$ cat src/hw/rtl/cuckoo_hash_table_engine_defines.svh
// assertion macros for the cuckoo hash table engine
// no dependencies
`ifndef CUCKOO_HASH_TABLE_ENGINE_DEFINES_SVH
`define CUCKOO_HASH_TABLE_ENGINE_DEFINES_SVH

// check a property on the rising clock edge, disabled in reset
`define CHT_ASSERT(lbl, prop, msg) \
  lbl: assert property (@(posedge clk_i) disable iff (!rst_ni) (prop)) else $error(msg);

// check that a condition never holds on a rising clock edge out of reset
`define CHT_NEVER(lbl, cond, msg) \
  lbl: assert property (@(posedge clk_i) disable iff (!rst_ni) !(cond)) else $error(msg);

`endif

$ cat src/hw/rtl/cht_pkg.sv
// shared types and constants for the cuckoo hash table engine
// no dependencies
package cht_pkg;

  localparam int unsigned IndexBitsDef = 10;
  localparam int unsigned MaxKicksDef  = 16;

  localparam logic [2:0] OpLookup = 3'd0;
  localparam logic [2:0] OpInsert = 3'd1;
  localparam logic [2:0] OpInsAbs = 3'd2;
  localparam logic [2:0] OpUpdate = 3'd3;
  localparam logic [2:0] OpRemove = 3'd4;

  localparam logic [1:0] StOk      = 2'd0;
  localparam logic [1:0] StMiss    = 2'd1;
  localparam logic [1:0] StPresent = 2'd2;
  localparam logic [1:0] StNoSpace = 2'd3;

  localparam logic [1:0] RegMultZero = 2'd0;
  localparam logic [1:0] RegMultOne  = 2'd1;
  localparam logic [1:0] RegHashBits = 2'd2;
  localparam logic [1:0] RegKeyWords = 2'd3;

  typedef enum logic [3:0] {
    S_CLR, S_IDLE, S_HASH, S_HWAIT, S_PRD0, S_PCHK0,
    S_IRD, S_ICHK, S_OUT
  } state_e;

  // hash request and reply between sequencer and hash unit
  typedef struct packed {
    logic        start;
    logic [63:0] key;
    logic [63:0] mult;
    logic        two_words;
  } hash_req_t;

  typedef struct packed {
    logic        done;
    logic [31:0] hash;
  } hash_rsp_t;

endpackage

$ cat src/hw/rtl/cht_hash.sv
// word-chained multiplicative hash, one 32x32 multiply per cycle
// depends on cht_pkg
module cht_hash (
  input  logic              clk_i,
  input  logic              rst_ni,
  input  cht_pkg::hash_req_t req_i,
  output cht_pkg::hash_rsp_t rsp_o
);

  logic        busy_q, busy_d;
  logic        word_q, word_d;
  logic        two_q, two_d;
  logic [63:0] key_q, key_d, mult_q, mult_d;
  logic [31:0] carry_q, carry_d;
  logic [31:0] hash_q, hash_d;
  logic        done_q, done_d;
  logic [63:0] prod;

  // shared multiplier
  assign prod = (word_q ? {32'd0, mult_q[63:32]} : {32'd0, mult_q[31:0]}) *
                (word_q ? {32'd0, key_q[63:32]} : {32'd0, key_q[31:0]})
                + {32'd0, carry_q};

  always_comb begin
    busy_d = busy_q; word_d = word_q; two_d = two_q; key_d = key_q;
    mult_d = mult_q; carry_d = carry_q; hash_d = hash_q; done_d = 1'b0;
    if (req_i.start) begin
      busy_d = 1'b1; word_d = 1'b0; two_d = req_i.two_words;
      key_d = req_i.key; mult_d = req_i.mult; carry_d = '0;
    end else if (busy_q) begin
      carry_d = prod[63:32];
      if (word_q || !two_q) begin
        busy_d = 1'b0; done_d = 1'b1; hash_d = prod[31:0];
      end else begin
        word_d = 1'b1;
      end
    end
  end

  always_ff @(posedge clk_i or negedge rst_ni) begin
    if (!rst_ni) begin
      busy_q <= 1'b0; done_q <= 1'b0;
    end else begin
      busy_q <= busy_d; done_q <= done_d;
    end
  end

  always_ff @(posedge clk_i) begin
    word_q <= word_d; two_q <= two_d; key_q <= key_d; mult_q <= mult_d;
    carry_q <= carry_d; hash_q <= hash_d;
  end

  assign rsp_o.done = done_q;
  assign rsp_o.hash = hash_q;

endmodule

$ cat config.mk
export PLATFORM = sky130hd
export DESIGN_NAME = cht_hash
export DESIGN_NICKNAME = d
export VERILOG_FILES = /design/src/hw/rtl/cuckoo_hash_table_engine_defines.svh /design/src/hw/rtl/cht_pkg.sv /design/src/hw/rtl/cht_hash.sv
export SDC_FILE = /design/constraint.sdc
export NUM_CORES = 2
export LEC_CHECK = 0
export BUFFER_PORTS_ARGS = -buffer_cell sky130_fd_sc_hd__buf_2
export CAP_MARGIN = 20
export CORE_AREA = 3 3 258 324
export DETAILED_ROUTE_END_ITERATION = 6
export DIE_AREA = 0 0 261 327
export GPL_ROUTABILITY_DRIVEN = 1
export PLACE_DENSITY = 0.66
export RECOVER_POWER = 25
export SETUP_SLACK_MARGIN = 0.2
export SYNTH_ARGS = -nofsm -noshare
export SYNTH_HDL_FRONTEND = slang
export SYNTH_SLANG_ARGS = --single-unit
$ cat constraint.sdc
create_clock -name clk_i -period 9.6 [get_ports clk_i]
set_input_delay 1.92 -clock clk_i [delete_from_list [all_inputs] [get_ports clk_i]]
set_output_delay 1.92 -clock clk_i [all_outputs]
set_load 0.1 [all_outputs]
==> metrics.md <==
| Metric | Value |
|---|---|
| Final nets | `5683` |
| Initial Utilization | `0.497` |
| Final Hold Viols | `0` |
| Critical path type | `flip-flop to flip-flop` |
| Worst rel slew slack | `0.390` |
| I/O pin count | `165` |
| Number of synthesized flops with an enable pin | `161` |
| Fin crit period | `9.01 ns` |
| Longest Clk Path Bufs | `2` |
| Final WL | `125000 µm` |
| Post-Route Setup TNS | `0 ns` |
| H-tree levels | `4` |
| Worst-Margin Slew | `0.913 ns` |
| Post-CTS Setup Bufs | `0` |
| Die area | `85300 µm²` |
| DR WL/cell | `22.9 µm` |
| Gr usage total | `0.304` |
| Filler cells | `7383` |
| Placed insts | `5412` |
| Port bufs | `164` |
| Top cell by count, worst path | `fa_1` |
| Num rows | `117` |
| Clock skew | `0.0187 ns` |
| RSZ-0062 raised after global routing | `false` |
| Worst Path Arrival | `9.40 ns` |
| XOR/XNOR share of the synthesized area | `0.0120` |
| Setup Viol. Count Final | `0` |
| 1st-pass router iterations | `5` |
| Clock latency on the worst-skew pair | `0.51 ns` |
| Top_reg_cell synth | `edfxtp_1` |
| Netlist cell types | `69` |
| Grt ovf | `0` |
| CTS tree | `yes` |
| Post-Syn Area | `40200 µm²` |
| Largest net degree at the start of global routing | `96` |
| Clock Root Buffer | `clkbuf_16` |
| Number of global-route vias before repair | `32592` |
| Global-route wire length before repair | `190000 µm` |
| Synth Register Bits | `196` |
| Residual DRC | `0` |
| Clock sink total | `196` |
| Cells after Synth | `4250` |
| Fmax | `0.111 GHz` |
| Critical Path Slowest Stage Cell | `dfxtp_4` |
| Synth async-reset ratio | `0.0102` |
| Total CTS buffers | `17` |
| Fin crit share | `0.939` |
| Antenna violations before repair | `4` |
| Avg Inst Size Synth | `9.46 µm²` |
| Post-synthesis sequential area ratio | `0.138` |
| Max Slew Vio Count | `0` |
| Core ar. | `81000 µm²` |
| Post-synthesis mux area share | `0.0348` |
| Die X-Extent | `261 µm` |
| Ratio of cells with drive above 1 in the final layout | `0.103` |
| Adder-Cell Fraction of Synth Area | `0.544` |
| Critical Path RT | `9.99 ns` |
| Synthesized net count | `5573` |
| RD Place Congestion | `0.977` |
| Synth Area in Simple Gates | `0.121` |
| DR vias | `29968` |
| Largest family of logic cells by synthesized area | `adder cells` |
| Hold/Removal Path Class | `flip-flop to flip-flop` |
| Max FO, Critical Path | `25` |
| CP max stage delay | `0.75 ns` |
| Max Cap Violations | `0` |
| Status | `completed` |
| Die Ht | `327 µm` |
| Post-synthesis compound-gate area fraction | `0.0378` |
| Critical Path Source Type | `flip-flop` |
| Estimated wirelength of the detail-placed design | `106000 µm` |
| Post-route insts no fill | `5446` |
| Vias/cell | `5.50` |
| P&R area growth vs syn | `8.36%` |
| ANT nets after route | `0` |
| DRT iter0 DRCs | `1998` |
| CP endpoint kind | `flip-flop` |
| Clk slew on worst S/H paths | `0.08 ns` |
| YS warnings | `0` |
[layout make-up]
| class | count | area [µm²] | area share |
|---|---|---|---|
| Antenna cell | 2 | 5.00 | 0.000115 |
| Clock buffer | 18 | 429 | 0.00985 |
| Clock inverter | 14 | 151 | 0.00348 |
| Inverter | 1006 | 3780 | 0.0867 |
| Multi-Input combinational cell | 2850 | 30300 | 0.696 |
| Sequential cell | 196 | 5550 | 0.127 |
| Tap cell | 1071 | 1340 | 0.0308 |
| Timing Repair Buffer | 289 | 1980 | 0.0454 |
[state kept, by name, indices dropped and copies added, names as in the netlist]
register  flops
mult_q       64
done_q        1
key_q        64
carry_q      32
two_q         1
hash_q       32
busy_q        1
word_q        1
[cells in the final DEF, fill, tap and decap left out, types with 4 or more instances in the layout]
cell and instances:
inv_1 1006, fa_1 928, nor2_1 669, nand2_1 458
ha_1 263, buf_2 162, edfxtp_1 161, buf_4 108
a21oi_1 83, mux2_2 62, o21ai_0 61, mux2i_2 46
xnor2_1 39, dfxtp_1 32, nand4_1 24, mux2i_1 21
a21o_1 21, clkbuf_16 17, buf_12 17, xor2_1 16
nand3_1 16, o21bai_1 12, o211ai_1 10, and2_1 9
nor3_1 9, or2_2 8, a31oi_1 8, nor2b_1 7
inv_6 6, a211oi_1 5, and3_1 5, nor4_1 5
o31ai_1 5, or3_1 5, nand2b_1 4
[repair_timing]
item / 4_1_cts / 5_1_grt
hold buffers: 0 / 0
gates resized for setup: 0 / 1
endpoints found under the setup margin: 0 / 1
[final timing paths]
check,start,end,slack [ns],cells past startpoint
setup / recovery,word_q,carry_q[28],0.59,30
hold / removal,carry_q[13],carry_q[13],0.48,2
setup reg to reg,word_q,carry_q[28],0.59,30
hold reg to reg,carry_q[13],carry_q[13],0.48,2
max in group asynchronous,rst_ni,done_q,8.26,1
min in group asynchronous,rst_ni,busy_q,1.20,1
[per-stage QoR]
| step | hold slack, ns | instance area (µm²) | worst slack [ns] | utilization |
|---|---|---|---|---|
| after floorplan | 0.425 | 40200 | 1.02 | - |
| after global placement | 0.439 | 43000 | 0.579 | 0.531 |
| after detailed placement | 0.460 | 43000 | 0.532 | 0.531 |
| after CTS | 0.479 | 43600 | 0.484 | 0.538 |
| after global routing | 0.508 | 43600 | 0.276 | 0.538 |
| final | 0.480 | 43600 | 0.587 | 0.538 |
[kinds of logic (layout without fill, tap and decap cells)]
group                    after synthesis  after routing
multiplexers                         132            132
flip-flops                           196            196
adder cells (fa/ha/maj)             1191           1191
XOR/XNOR                              55             55
AND/OR/NAND/NOR                     1229           1229
other                                  0              2
AO/OA/AOI/OAI                        243            243
buffers and inverters               1204           1327
[routing by layer]
layer | up-vias | part of all wire | global-route usage | wire [µm]
met5 | - | 0.00033 | 0 | 41
met2 | 1317 | 0.51 | 0.534 | 63700
met3 | 451 | 0.070 | 0.0560 | 8730
met1 | 15401 | 0.34 | 0.335 | 41900
li1 | 12793 | - | - | -
met4 | 6 | 0.082 | 0.200 | 10200
[worst max-delay path, delay by kind of cell (launching register included)]
kind | cells | cell delay (ns)
DFF | 1 | 0.75
buffers and inverters | 10 | 1.39
and+or+nand+nor | 1 | 0.12
muxes | 1 | 0.21
adders and majority gates | 9 | 4.03
AOI/OAI and AO/OA | 8 | 2.16
xor gates and xnor gates | 1 | 0.19
[synth_stat cells, types with 3 or more instances]
cell,number,area [µm²]
mux2_2,62,698
a21oi_1,83,415
nand2b_1,4,25.0
nand3_1,16,80.1
edfxtp_1,161,4830
o211ai_1,10,75.1
buf_1,17,63.8
nor2_1,670,2510
or3_1,5,31.3
o21ai_0,61,305
nand4_1,24,150
and3_1,5,31.3
xor2_1,16,140
xnor2_1,39,342
mux2i_1,70,701
nand2_1,458,1720
a211oi_1,5,37.5
nor3_1,9,45.0
ha_1,263,3290
inv_1,1006,3780
nor4_1,5,31.3
dfxtp_1,33,661
nor2b_1,7,43.8
or2_2,8,50.1
a211o_1,3,26.3
o21bai_1,12,90.1
o31ai_1,5,37.5
a31oi_1,8,50.1
fa_1,928,18600
buf_2,5,25.0
clkbuf_1,173,649
a21o_1,21,158
and2_1,9,56.3
o21a_1,3,22.5
Power is not shown: default switching activity piles up to over one toggle a cycle in this logic, so the estimate is an artifact.
